`config.mk`:
```
export PLATFORM = sky130hd
export DESIGN_NAME = fpri_rule_eval
export DESIGN_NICKNAME = d
export VERILOG_FILES = /design/src/rtl/fpri_pkg.sv /design/src/rtl/fpri_rule_eval.sv
export SDC_FILE = /design/constraint.sdc
export NUM_CORES = 2
export LEC_CHECK = 0
export BUFFER_PORTS_ARGS = -buffer_cell sky130_fd_sc_hd__buf_2
export CORE_MARGIN = 2
export CORE_UTILIZATION = 65
export DETAILED_ROUTE_END_ITERATION = 7
export GPL_TIMING_DRIVEN = 0
export HOLD_SLACK_MARGIN = 0.05
export PLACE_DENSITY = 0.92
export SLEW_MARGIN = 15
export SYNTH_ARGS = -nofsm -noshare
export SYNTH_HDL_FRONTEND = slang
export SYNTH_SLANG_ARGS = --single-unit
```
`constraint.sdc`:
```
create_clock -name aclk -period 17.6 [get_ports aclk]
set_input_delay 2.64 -clock aclk [delete_from_list [all_inputs] [get_ports aclk]]
set_output_delay 2.64 -clock aclk [all_outputs]
set_load 0.1 [all_outputs]
```
`src/rtl/fpri_pkg.sv`:
```
`default_nettype none
// ---------------------------------------------------------------------------
// fpri_pkg
// Shared types and constants of the fuzzy PD rule inference pipeline:
// payload structs, set breakpoints, ramp spans and reciprocals.
// ---------------------------------------------------------------------------
package fpri_pkg;

    localparam int Q_ONE        = 16384;
    localparam int QF           = 14;
    localparam int IN_W         = 16;
    localparam int MEM_W        = 15;
    localparam int NUM_W        = 15;
    localparam int SPAN_W       = 14;
    localparam int RCP_SHIFT    = 28;
    localparam int RCP_W        = 19;
    localparam int N_ERR_SETS   = 5;
    localparam int N_SLOPE_SETS = 3;
    localparam int N_SETS       = N_ERR_SETS + N_SLOPE_SETS;
    localparam int N_RULES      = N_ERR_SETS * N_SLOPE_SETS;
    localparam int N_LABELS     = 5;
    localparam int LABEL_W      = 3;
    localparam int RULE_TBL_W   = N_RULES * LABEL_W;
    localparam int RCP_ONE      = 1 << RCP_SHIFT;

    // Sets 0..4: error NB NS ZE PS PB; sets 5..7: slope NE ZE PO.
    // Triangles are held as trapezoids with b == c.
    localparam int SET_A [N_SETS] = '{-16384, -4915, -1638,    0,  2458,
                                      -16384, -14746,   0};
    localparam int SET_B [N_SETS] = '{-16384, -2458,     0, 1638,  4096,
                                      -16384,      0, 2785};
    localparam int SET_C [N_SETS] = '{ -4096, -1638,     0, 2458, 16384,
                                      -14746,      0, 16384};
    localparam int SET_D [N_SETS] = '{ -3277,     0,  1638, 4096, 16384,
                                           0,   2785, 16384};

    // b - a and d - c; a zero span is a shoulder
    localparam int RISE_SPAN [N_SETS] = '{0, 2457, 1638, 1638, 1638, 0, 14746, 2785};
    localparam int FALL_SPAN [N_SETS] = '{819, 1638, 1638, 1638, 0, 14746, 2785, 0};

    // floor(2^28 / span)
    localparam int RISE_RCP [N_SETS] = '{0, RCP_ONE / 2457, RCP_ONE / 1638,
                                         RCP_ONE / 1638, RCP_ONE / 1638, 0,
                                         RCP_ONE / 14746, RCP_ONE / 2785};
    localparam int FALL_RCP [N_SETS] = '{RCP_ONE / 819, RCP_ONE / 1638,
                                         RCP_ONE / 1638, RCP_ONE / 1638, 0,
                                         RCP_ONE / 14746, RCP_ONE / 2785, 0};

    typedef logic [MEM_W-1:0] mem_t;

    typedef enum logic [1:0] {
        MEM_ZERO = 2'd0,
        MEM_ONE  = 2'd1,
        MEM_RAMP = 2'd2
    } mem_mode_t;

    typedef struct packed {
        logic signed [IN_W-1:0] error_value;
        logic signed [IN_W-1:0] error_slope;
    } fpri_in_t;

    typedef struct packed {
        mem_t strength_label0;
        mem_t strength_label1;
        mem_t strength_label2;
        mem_t strength_label3;
        mem_t strength_label4;
    } fpri_out_t;

    typedef struct packed {
        mem_mode_t          mode;
        logic [NUM_W-1:0]   num;
        logic [SPAN_W-1:0]  span;
        logic [RCP_W-1:0]   rcp;
    } ramp_req_t;

    typedef struct packed {
        mem_mode_t          mode;
        logic [NUM_W-1:0]   num;
        logic [SPAN_W-1:0]  span;
        mem_t               quot;
    } ramp_est_t;

endpackage
`default_nettype wire

```
`src/rtl/fpri_rule_eval.sv`:
```
`default_nettype none
// ---------------------------------------------------------------------------
// fpri_rule_eval
// Stages 4 and 5: rule strength as the min of two memberships, then per
// output label the max of the strengths of the rules mapped to it.
// Stage 5 is the output register.
// ---------------------------------------------------------------------------
module fpri_rule_eval (
    input  wire                                             aclk,
    input  wire                                             aresetn,
    input  wire [fpri_pkg::RULE_TBL_W-1:0]                  rule_table,
    input  wire                                             in_valid,
    output logic                                            in_ready,
    input  fpri_pkg::mem_t [fpri_pkg::N_SETS-1:0]           in_mem,
    output logic                                            out_valid,
    input  wire                                             out_ready,
    output fpri_pkg::fpri_out_t                             out_data
);

    localparam int LEAVES = 16;
    localparam int NODES  = 2 * LEAVES - 1;

    logic                                          str_valid_reg;
    logic                                          out_valid_reg;
    logic                                          str_ready;
    logic                                          out_ready_int;
    fpri_pkg::mem_t [fpri_pkg::N_RULES-1:0]        str_reg;
    fpri_pkg::mem_t [fpri_pkg::N_RULES-1:0]        str_next;
    fpri_pkg::mem_t [fpri_pkg::N_LABELS-1:0]       best;
    fpri_pkg::fpri_out_t                           out_reg;
    fpri_pkg::fpri_out_t                           out_next;

    // rule r = error_set * 3 + slope_set
    always_comb begin
        fpri_pkg::mem_t me;
        fpri_pkg::mem_t md;
        for (int i = 0; i < fpri_pkg::N_ERR_SETS; i++) begin
            for (int j = 0; j < fpri_pkg::N_SLOPE_SETS; j++) begin
                me = in_mem[i];
                md = in_mem[fpri_pkg::N_ERR_SETS + j];
                str_next[i * fpri_pkg::N_SLOPE_SETS + j] = (me < md) ? me : md;
            end
        end
    end

    // per label: mask rules of other labels, then a max tree over 16 leaves
    always_comb begin
        fpri_pkg::mem_t node [NODES];
        for (int lab = 0; lab < fpri_pkg::N_LABELS; lab++) begin
            for (int r = 0; r < LEAVES; r++) begin
                node[LEAVES - 1 + r] = '0;
                if (r < fpri_pkg::N_RULES) begin
                    if (rule_table[fpri_pkg::LABEL_W * r +: fpri_pkg::LABEL_W] ==
                        fpri_pkg::LABEL_W'(lab)) begin
                        node[LEAVES - 1 + r] = str_reg[r];
                    end
                end
            end
            for (int n = LEAVES - 2; n >= 0; n--) begin
                node[n] = (node[2 * n + 1] > node[2 * n + 2]) ? node[2 * n + 1]
                                                              : node[2 * n + 2];
            end
            best[lab] = node[0];
        end
    end

    always_comb begin
        out_next.strength_label0 = best[0];
        out_next.strength_label1 = best[1];
        out_next.strength_label2 = best[2];
        out_next.strength_label3 = best[3];
        out_next.strength_label4 = best[4];
    end

    assign out_ready_int = !out_valid_reg || out_ready;
    assign str_ready     = !str_valid_reg || out_ready_int;
    assign in_ready      = str_ready;
    assign out_valid     = out_valid_reg;
    assign out_data      = out_reg;

    always_ff @(posedge aclk) begin
        if (!aresetn) begin
            str_valid_reg <= 1'b0;
            out_valid_reg <= 1'b0;
        end else begin
            if (str_ready) begin
                str_valid_reg <= in_valid;
            end
            if (out_ready_int) begin
                out_valid_reg <= str_valid_reg;
            end
        end
    end

    always_ff @(posedge aclk) begin
        if (str_ready && in_valid) begin
            str_reg <= str_next;
        end
        if (out_ready_int && str_valid_reg) begin
            out_reg <= out_next;
        end
    end

endmodule
`default_nettype wire

```
==> metrics <==
Worst-Skew Late Latency=~0.63 ns; commonest non-fill, non-tap cell in the layout=sky130_fd_sc_hd__nand2_1; Static Leakage=31.0 nW; worst slack after detailed placement=around 1.8 ns; CTS-repair resized insts=0; Max Fanout on Critical Path=10; port buffer count=240; ratio of cells with drive above 1 in the final layout=0.106; final net count=9,655; count of buffer and inverter cells on the critical path=14; clock root buffer=sky130_fd_sc_hd__clkbuf_16; share of the cycle needed by the critical path after routing=0.909; synthesis-stage register bit count=302; Setup violations, final=0; proportion of synthesized flip-flops having asynchronous set or reset=0; per-cell via count in the routed design=roughly 7.2; sequential fraction of the synthesis area=0.141; post-CTS setup-driven buffer insertion count=0; TritonCTS clock tree=yes; min-delay worst type=reg -> reg; 1st-iter DRT viols=11,362; most frequent cells in the layout=sky130_fd_sc_hd__nand2_1 (1,130), sky130_fd_sc_hd__ha_1 (980), sky130_fd_sc_hd__inv_1 (574); run status=finished with violations; Largest register FFs=225; Std-Cell Rows=around 120; data required time at the worst endpoint=17.83 ns; setup clock skew after layout=just over 0.03 ns; post-synthesis instance area=64,200 µm²; synthesized netlist net count=around 9,400; number of levels in the clock H-tree=2; placer congestion estimate=1.16; grt total ovfl=0; cell occurring most often along the worst timing path=sky130_fd_sc_hd__buf_2; TritonCTS Buffers=37; Max Slew Vio Count=0; most common flop cell mapped by yosys=sky130_fd_sc_hd__edfxtp_1; overall global routing resource usage=0.535; count of boundary I/O pins=246; Setup crit start kind=input port; post-detailed-route DRC marker count=12; worst max-slew margin expressed relative to the limit=0.0251; dominant delay contributor by cell family on the critical path=buffers and inverters; data arrival time of the critical path=16.23 ns; via count=70,463; timing-limited maximum frequency=roughly 63 MHz; min Tclk post-route=16.00 ns; worst voltage drop across the vdd grid=230 µV; first-pass GRT wire length=just over 400,000 µm; maximum buffer depth of the clock tree=3; number of sinks handled by clock tree synthesis=a little over 300; number of antenna violations at the first check in global routing=28; maximum number of pins on one net before global-route repair=60; CP Class=in -> reg; Pwr Total=roughly 10 mW; Final Core Density=0.699; clock transition at the register clock pins on the worst setup and hold paths after CTS=0.06 ns; routed length per placed instance=28.8 µm; die span in y=318 µm; total wire length=284,000 µm; worst-case setup margin in the final layout=approximately 1.6 ns; die boundary width=about 320 µm; initial cell density of the core=0.655; number of enable-type register cells in the synthesized netlist=300; setup repair after global routing missed its margin=no; violations in the final reports=DRC; max-cap violations=0; number of endpoints with negative hold slack in the final report=0; slew at the pin with the worst max-slew slack=1.42 ns; average cell area after synthesis=7.82 µm²; HPWL reported at the end of detailed placement=227,000 µm; core outline area=98,100 µm²; warnings from Yosys=0; Power Density=152 nW/µm²; Detail Route Antenna Nets=0; CP Capture Type=flop; cell at the slowest stage of the critical path=sky130_fd_sc_hd__mux2i_1; cts hold-fix bufs=0; number of detailed-routing iterations run before antenna repair=8; die footprint=101,000 µm²; Synth-to-Final Area Change=6.72%; final setup TNS=0 ns; number of global-route vias before repair=64,078; delay of the slowest cell on the worst path=approximately 0.95 ns; cell count after synthesis=8,220; number of distinct library cell variants in the gate-level netlist after synthesis=123
==> power breakdown <==
group | internal (mW) | leakage, nW | total, mW | switching (mW)
clock | 0.433 | 0.590 | 0.788 | 0.355
combinational | 2.77 | 27.5 | 8.31 | 5.54
sequential | 1.11 | 2.93 | 1.29 | 0.179
==> through the flow <==
| stage | area (µm²) | cells | hold slack [ns] |
|---|---|---|---|
| after floorplan | 64200 | 8220 | 0.477 |
| final | 68600 | 9849 | 0.565 |
| after CTS | 68400 | 9818 | 0.546 |
| after detailed placement | 67200 | 9753 | 0.546 |
| after global placement | 67100 | 9747 | 0.494 |
| after global routing | 68500 | 9825 | 0.597 |
==> cell type report <==
cell class	count	area (µm²)
multi-input combinational	6932	51300
fill	8282	29600
sequential	302	9050
inverter	574	2150
buffer	412	1800
tap	1287	1610
timing repair buffer	247	1340
clock buffer	40	958
clock inverter	25	241
antenna	30	75.1
==> cells in the mapped netlist (97+ instances only) <==
cell type | count | area share
sky130_fd_sc_hd__a21o_1 | 212 | 0.025
sky130_fd_sc_hd__and2_1 | 238 | 0.023
sky130_fd_sc_hd__nand3_1 | 258 | 0.020
sky130_fd_sc_hd__nand2b_1 | 100 | 0.0097
sky130_fd_sc_hd__mux2i_1 | 274 | 0.043
sky130_fd_sc_hd__nand4_1 | 97 | 0.0094
sky130_fd_sc_hd__nand2_1 | 1130 | 0.066
sky130_fd_sc_hd__o21ai_0 | 522 | 0.041
sky130_fd_sc_hd__edfxtp_1 | 300 | 0.14
sky130_fd_sc_hd__ha_1 | 980 | 0.19
sky130_fd_sc_hd__xnor2_1 | 168 | 0.023
sky130_fd_sc_hd__mux2_2 | 318 | 0.056
sky130_fd_sc_hd__a21oi_1 | 495 | 0.039
sky130_fd_sc_hd__clkbuf_1 | 284 | 0.017
sky130_fd_sc_hd__nor2_1 | 376 | 0.022
sky130_fd_sc_hd__inv_1 | 574 | 0.034
sky130_fd_sc_hd__nor2b_1 | 141 | 0.014
sky130_fd_sc_hd__maj3_1 | 132 | 0.021
sky130_fd_sc_hd__a31oi_1 | 153 | 0.015
==> layer usage <==
| layer | vias up | track usage | wire length (µm) |
|---|---|---|---|
| met5 | - | 0 | 352 |
| met2 | 5607 | 0.731 | 107000 |
| met1 | 32449 | 0.663 | 102000 |
| li1 | 30898 | - | - |
| met4 | 34 | 0.383 | 26100 |
| met3 | 1475 | 0.234 | 49300 |
==> path summary, 6_finish.rpt <==
kind,start,end,slack (ns),depth (start not counted)
max,rule_table[21],out_data[53],1.61,49
min reg2reg,str_valid_reg,out_valid,0.56,1
min,str_valid_reg,out_valid,0.56,1
max reg2reg,str_reg[119],out_data[53],4.32,44
==> cell families after synthesis <==
| kind of cell | count (synthesis) | synth area share |
|---|---|---|
| buf+inv | 986 | 0.0616 |
| simple gates | 3082 | 0.265 |
| flops | 302 | 0.141 |
| fa+ha+maj | 1121 | 0.213 |
| compound gates | 1909 | 0.190 |
| xor+xnor | 218 | 0.0297 |
| mux | 602 | 0.100 |
Note: power is estimated with default switching activity, not from simulation.
