===== config.mk =====
export PLATFORM = sky130hd
export DESIGN_NAME = fpri_fuzzify
export DESIGN_NICKNAME = d
export VERILOG_FILES = /design/src/rtl/fpri_pkg.sv /design/src/rtl/fpri_fuzzify.sv
export SDC_FILE = /design/constraint.sdc
export NUM_CORES = 1
export LEC_CHECK = 0
export BUFFER_PORTS_ARGS = -buffer_cell sky130_fd_sc_hd__buf_2
export CORE_UTILIZATION = 35
export CTS_CLUSTER_SIZE = 24
export DETAILED_ROUTE_END_ITERATION = 6
export PLACE_DENSITY = 0.61
export SYNTH_ARGS = -nofsm -noshare
export SYNTH_HDL_FRONTEND = slang
export SYNTH_SLANG_ARGS = --single-unit

===== constraint.sdc =====
create_clock -name aclk -period 6.1 [get_ports aclk]
set_clock_uncertainty 0.1 [all_clocks]
set_input_delay 0.61 -clock aclk [delete_from_list [all_inputs] [get_ports aclk]]
set_output_delay 0.61 -clock aclk [all_outputs]
set_load 0.05 [all_outputs]

===== src/rtl/fpri_pkg.sv =====
`default_nettype none
// ---------------------------------------------------------------------------
// fpri_pkg
// Shared types and constants of the fuzzy PD rule inference pipeline:
// payload structs, set breakpoints, ramp spans and reciprocals.
// ---------------------------------------------------------------------------
package fpri_pkg;

    localparam int Q_ONE        = 16384;
    localparam int QF           = 14;
    localparam int IN_W         = 16;
    localparam int MEM_W        = 15;
    localparam int NUM_W        = 15;
    localparam int SPAN_W       = 14;
    localparam int RCP_SHIFT    = 28;
    localparam int RCP_W        = 19;
    localparam int N_ERR_SETS   = 5;
    localparam int N_SLOPE_SETS = 3;
    localparam int N_SETS       = N_ERR_SETS + N_SLOPE_SETS;
    localparam int N_RULES      = N_ERR_SETS * N_SLOPE_SETS;
    localparam int N_LABELS     = 5;
    localparam int LABEL_W      = 3;
    localparam int RULE_TBL_W   = N_RULES * LABEL_W;
    localparam int RCP_ONE      = 1 << RCP_SHIFT;

    // Sets 0..4: error NB NS ZE PS PB; sets 5..7: slope NE ZE PO.
    // Triangles are held as trapezoids with b == c.
    localparam int SET_A [N_SETS] = '{-16384, -4915, -1638,    0,  2458,
                                      -16384, -14746,   0};
    localparam int SET_B [N_SETS] = '{-16384, -2458,     0, 1638,  4096,
                                      -16384,      0, 2785};
    localparam int SET_C [N_SETS] = '{ -4096, -1638,     0, 2458, 16384,
                                      -14746,      0, 16384};
    localparam int SET_D [N_SETS] = '{ -3277,     0,  1638, 4096, 16384,
                                           0,   2785, 16384};

    // b - a and d - c; a zero span is a shoulder
    localparam int RISE_SPAN [N_SETS] = '{0, 2457, 1638, 1638, 1638, 0, 14746, 2785};
    localparam int FALL_SPAN [N_SETS] = '{819, 1638, 1638, 1638, 0, 14746, 2785, 0};

    // floor(2^28 / span)
    localparam int RISE_RCP [N_SETS] = '{0, RCP_ONE / 2457, RCP_ONE / 1638,
                                         RCP_ONE / 1638, RCP_ONE / 1638, 0,
                                         RCP_ONE / 14746, RCP_ONE / 2785};
    localparam int FALL_RCP [N_SETS] = '{RCP_ONE / 819, RCP_ONE / 1638,
                                         RCP_ONE / 1638, RCP_ONE / 1638, 0,
                                         RCP_ONE / 14746, RCP_ONE / 2785, 0};

    typedef logic [MEM_W-1:0] mem_t;

    typedef enum logic [1:0] {
        MEM_ZERO = 2'd0,
        MEM_ONE  = 2'd1,
        MEM_RAMP = 2'd2
    } mem_mode_t;

    typedef struct packed {
        logic signed [IN_W-1:0] error_value;
        logic signed [IN_W-1:0] error_slope;
    } fpri_in_t;

    typedef struct packed {
        mem_t strength_label0;
        mem_t strength_label1;
        mem_t strength_label2;
        mem_t strength_label3;
        mem_t strength_label4;
    } fpri_out_t;

    typedef struct packed {
        mem_mode_t          mode;
        logic [NUM_W-1:0]   num;
        logic [SPAN_W-1:0]  span;
        logic [RCP_W-1:0]   rcp;
    } ramp_req_t;

    typedef struct packed {
        mem_mode_t          mode;
        logic [NUM_W-1:0]   num;
        logic [SPAN_W-1:0]  span;
        mem_t               quot;
    } ramp_est_t;

endpackage
`default_nettype wire


===== src/rtl/fpri_fuzzify.sv =====
`default_nettype none
// ---------------------------------------------------------------------------
// fpri_fuzzify
// Stage 1: saturate both inputs and locate each on its set's trapezoid,
// giving a zero, a shoulder or a ramp with numerator, span and reciprocal.
// ---------------------------------------------------------------------------
module fpri_fuzzify (
    input  wire                                             aclk,
    input  wire                                             aresetn,
    input  wire                                             in_valid,
    output logic                                            in_ready,
    input  fpri_pkg::fpri_in_t                              in_data,
    output logic                                            out_valid,
    input  wire                                             out_ready,
    output fpri_pkg::ramp_req_t [fpri_pkg::N_SETS-1:0]      out_req
);

    localparam logic signed [16:0] POS_ONE = 17'(fpri_pkg::Q_ONE);
    localparam logic signed [16:0] NEG_ONE = -POS_ONE;

    logic                                         valid_reg;
    fpri_pkg::ramp_req_t [fpri_pkg::N_SETS-1:0]   req_reg;
    fpri_pkg::ramp_req_t [fpri_pkg::N_SETS-1:0]   req_next;
    logic signed [16:0]                           err_ext;
    logic signed [16:0]                           slope_ext;
    logic signed [16:0]                           err_c;
    logic signed [16:0]                           slope_c;

    // saturate to plus or minus one
    always_comb begin
        err_ext   = {in_data.error_value[fpri_pkg::IN_W-1], in_data.error_value};
        slope_ext = {in_data.error_slope[fpri_pkg::IN_W-1], in_data.error_slope};
        if (err_ext > POS_ONE) begin
            err_c = POS_ONE;
        end else if (err_ext < NEG_ONE) begin
            err_c = NEG_ONE;
        end else begin
            err_c = err_ext;
        end
        if (slope_ext > POS_ONE) begin
            slope_c = POS_ONE;
        end else if (slope_ext < NEG_ONE) begin
            slope_c = NEG_ONE;
        end else begin
            slope_c = slope_ext;
        end
    end

    always_comb begin
        logic signed [16:0] xv;
        logic signed [16:0] av;
        logic signed [16:0] bv;
        logic signed [16:0] cv;
        logic signed [16:0] dv;
        logic signed [16:0] diff;
        for (int k = 0; k < fpri_pkg::N_SETS; k++) begin
            xv = (k < fpri_pkg::N_ERR_SETS) ? err_c : slope_c;
            av = 17'(fpri_pkg::SET_A[k]);
            bv = 17'(fpri_pkg::SET_B[k]);
            cv = 17'(fpri_pkg::SET_C[k]);
            dv = 17'(fpri_pkg::SET_D[k]);
            diff = '0;
            req_next[k].mode = fpri_pkg::MEM_ZERO;
            req_next[k].num  = '0;
            req_next[k].span = '0;
            req_next[k].rcp  = '0;
            if (xv < av) begin
                req_next[k].mode = fpri_pkg::MEM_ZERO;
            end else if (xv <= bv) begin
                diff = xv - av;
                if (fpri_pkg::RISE_SPAN[k] == 0) begin
                    req_next[k].mode = fpri_pkg::MEM_ONE;
                end else begin
                    req_next[k].mode = fpri_pkg::MEM_RAMP;
                    req_next[k].num  = diff[fpri_pkg::NUM_W-1:0];
                    req_next[k].span = fpri_pkg::SPAN_W'(fpri_pkg::RISE_SPAN[k]);
                    req_next[k].rcp  = fpri_pkg::RCP_W'(fpri_pkg::RISE_RCP[k]);
                end
            end else if (xv < cv) begin
                req_next[k].mode = fpri_pkg::MEM_ONE;
            end else if (xv <= dv) begin
                diff = dv - xv;
                if (fpri_pkg::FALL_SPAN[k] == 0) begin
                    req_next[k].mode = fpri_pkg::MEM_ONE;
                end else begin
                    req_next[k].mode = fpri_pkg::MEM_RAMP;
                    req_next[k].num  = diff[fpri_pkg::NUM_W-1:0];
                    req_next[k].span = fpri_pkg::SPAN_W'(fpri_pkg::FALL_SPAN[k]);
                    req_next[k].rcp  = fpri_pkg::RCP_W'(fpri_pkg::FALL_RCP[k]);
                end
            end else begin
                req_next[k].mode = fpri_pkg::MEM_ZERO;
            end
        end
    end

    assign in_ready  = !valid_reg || out_ready;
    assign out_valid = valid_reg;
    assign out_req   = req_reg;

    always_ff @(posedge aclk) begin
        if (!aresetn) begin
            valid_reg <= 1'b0;
        end else if (in_ready) begin
            valid_reg <= in_valid;
        end
    end

    always_ff @(posedge aclk) begin
        if (in_ready && in_valid) begin
            req_reg <= req_next;
        end
    end

endmodule
`default_nettype wire


==> flow_metrics.env <==
export IMPL_die_area_um2=29400
export IMPL_diodes=0
export IMPL_yosys_warnings=0
export IMPL_synth_xor_xnor_area_share_pct=3.83
export IMPL_cts_buffers=17
export IMPL_p_per_area_nw_per_um2=298
export IMPL_min_path_type="in -> reg"
export IMPL_cts_resized=0
export IMPL_gp_congestion=0.940
export IMPL_regArea_um2=4220
export IMPL_clock_sinks=141
export IMPL_cts_root_buffer="clkbuf_16"
export IMPL_drt_iter0_markers=967
export IMPL_synth_simple_area_share_pct=14.1
export IMPL_tns_ns=0
export IMPL_synthTopCellsByCount="buf_4 (261), edfxtp_1 (140), nand2_1 (93), nor2_1 (88), a21oi_1 (60)"
export IMPL_netlist_area_um2=10100
export IMPL_synthTopCellsByArea="edfxtp_1 (42%), buf_4 (19%), nand2_1 (3.5%)"
export IMPL_cts_htree_levels=4
export IMPL_yosysTopAreaCellShare_pct=41.8
export IMPL_drc=0
export IMPL_synthCells=1087
export IMPL_synth_cell_types=75
export IMPL_multiInputGateArea_um2=4110
export IMPL_synth_area_mux_share_pct=0.0994
export IMPL_grt_max_degree=64
export IMPL_drtAntennaViolNets=0
export IMPL_slew_headroom_pct=17.3
export IMPL_worstSetupEndpoint="out_req[88]$_SDFFCE_PP0P_"
export IMPL_synth_compound_area_share_pct=14.8
export IMPL_synth_edf_count=140
export IMPL_setup_viol=0
export IMPL_worstMarginPinSlew_ns=1.22
export IMPL_cts_tree="yes"
export IMPL_r2r_slack_ns=4.03
export IMPL_insertion_delay_ns=0.43
export IMPL_wl_um=29500
export IMPL_synth_most_common_cell="buf_4"
export IMPL_layout_nets=1298
export IMPL_rsz0062_at_grt="false"
export IMPL_cp_end_kind="register"
export IMPL_maxSlewViolCount=0
export IMPL_vias=8222
export IMPL_pin_count=438
export IMPL_grt_pass1_wl_um=42800
export IMPL_cp_required_ns=6.17
export IMPL_dr_pass1_iters=5
export IMPL_fin_crit_sh_pct=77.5
export IMPL_floorplan_initialDensity_pct=35.9
export IMPL_fill_cells=2826
export IMPL_cp_max_fo=23
export IMPL_p_leak_nw=4.90
export IMPL_fin_area_um2=11100
export IMPL_grtUsageTotal_pct=19.5
export IMPL_grt_overflow_total=0
export IMPL_reg2reg_to="out_req[135]$_SDFFCE_PN0P_"
export IMPL_post_cts_buffers=0
export IMPL_wl_met2_um=13700
export IMPL_area_growth_pct=9.86
export IMPL_place_hpwl_um=21300
export IMPL_synth_largest_area_cell="edfxtp_1"
export IMPL_hold_ws_ns=0.330
export IMPL_drive_above_1_share_pct=27.8
export IMPL_m1WireLength_um=12400
export IMPL_route_met3_wl_um=2680
export IMPL_grt_pass1_vias=7128
export IMPL_vdd_drop_max_v=0.000192
export IMPL_core_area_um2=28000
export IMPL_ys_ff_latch=141
export IMPL_place_area_um2=10500
export IMPL_clk_pin_slew_ns=0.07
export IMPL_fmax_mhz=212
export IMPL_postCtsHoldBufs=0
export IMPL_routedWlPerCell_um=18.0
export IMPL_arrival_ns=4.80
export IMPL_async_flop_share_pct=0
export IMPL_fp_dieH_um=172
export IMPL_synthFlopType="edfxtp_1"
export IMPL_startpoint="in_data[22]"
export IMPL_hold_violations=0
export IMPL_final_util_pct=39.5
export IMPL_synth_top_family_by_area="buffers and inverters"
export IMPL_port_buffers=291
export IMPL_antenna_found_initial=1
export IMPL_period_minus_slack_ns=4.73
export IMPL_avgSynthCellArea_um2=9.26
export IMPL_worst_setup_path_type="in -> reg"
export IMPL_synth_seq_area_share_pct=42.0
export IMPL_outcome="finished, final reports clean"
export IMPL_vias_per_cell=5.03
export IMPL_cp_start_kind="primary input"
export IMPL_synth_fa_ha_area_share_pct=2.24
export IMPL_r2r_start="out_valid$_SDFFE_PN0N_"
export IMPL_die_width_um=172
export IMPL_maxCapViolCount=0
export IMPL_clk_path_buf_depth=2
export IMPL_routed_top_layer="met5"
export IMPL_r2r_cells=3
export IMPL_power_mw=3.30
export IMPL_num_rows=61
[layout make-up]
class,instances,share of cell area [%]
Tap cell,378,4.28
Clock inverter,15,1.38
Inverter,30,1.02
Timing Repair Buffer,305,14.1
Clock buffer,17,3.85
Sequential cell,141,38.2
Multi-Input combinational cell,749,37.2
[report_power, final]
| part | internal, mW | total [mW] | switching, mW | leakage [nW] |
|---|---|---|---|---|
| registers | 1.14 | 1.17 | 0.0277 | 1.40 |
| clock network | 0.577 | 1.06 | 0.487 | 0.279 |
| logic | 0.180 | 1.06 | 0.885 | 3.23 |
[stage by stage]
| step | setup WS, ns | cells |
|---|---|---|
| after CTS | 1.53 | 1635 |
| after detailed placement | 1.08 | 1603 |
| after floorplan | 1.13 | 1240 |
| after global routing | 1.16 | 1635 |
| final | 1.37 | 1635 |
| after global placement | 1.21 | 1603 |
[flip-flops by register name, indices dropped and copies added, names as in the netlist]
name       count
out_valid      1
out_req      140
[worst max-delay path, stage by stage]
cell and delay, ns:
buf_2 0.24, or2_1 0.35, or4b_4 0.55, o21ai_4 0.16
nand2_1 0.27, inv_1 0.25, ha_1 0.27, inv_1 0.11
and3_1 0.15, o311ai_0 0.46, o311a_1 0.30, or2_2 0.24
clkinv_1 0.34, a221oi_1 0.39, a21oi_1 0.07
[placed cells by master, fill, tap and decap left out, drive strengths merged, types with 3 or more instances in the layout]
cell type	count
or3	5
o211ai	4
xor2	14
a211oi	6
a21boi	6
xnor2	30
a22o	4
a2bb2oi	4
o22ai	15
clkbuf	17
o311ai	4
o21a	6
inv	36
o31ai	6
a2111oi	3
nor3	16
o31a	3
a22oi	3
nor3b	3
ha	18
and2	19
or4	3
nand2	93
nor2b	6
and3	10
a21o	5
nor4	7
or2	4
a31oi	12
clkinv	6
nand3	25
nand4	11
edfxtp	140
o21ai	59
a221oi	8
nor2	88
conb	154
nand2b	6
a21oi	61
buf	305
[worst min-delay path by stage]
stage / startpoint / end / slack [ns] / cells after the start
3_3_place_gp: out_valid$_SDFFE_PN0N_ / out_valid$_SDFFE_PN0N_ / 0.45 / 2
6_report: aresetn / out_valid$_SDFFE_PN0N_ / 0.33 / 2
3_5_place_dp: out_valid$_SDFFE_PN0N_ / out_valid$_SDFFE_PN0N_ / 0.45 / 2
4_1_cts: aresetn / out_valid$_SDFFE_PN0N_ / 0.32 / 2
5_1_grt: aresetn / out_valid$_SDFFE_PN0N_ / 0.34 / 2
2_1_floorplan: in_valid / out_valid$_SDFFE_PN0N_ / 0.65 / 2
[routing by layer]
layer  vias up  global-route usage, %
li1       3730                      -
met1      3898                   26.4
met2       541                   30.7
met3        51                   3.93
met4         2                   7.07
met5         -                      0
[kinds of logic after synthesis]
family	after synthesis
AOI/OAI and AO/OA	230
xor gates and xnor gates	44
adders and majority gates	18
buffers and inverters	350
DFF	141
muxes	1
other	1
and+or+nand+nor	302
No activity file was read; power rests on OpenSTA's default activity.
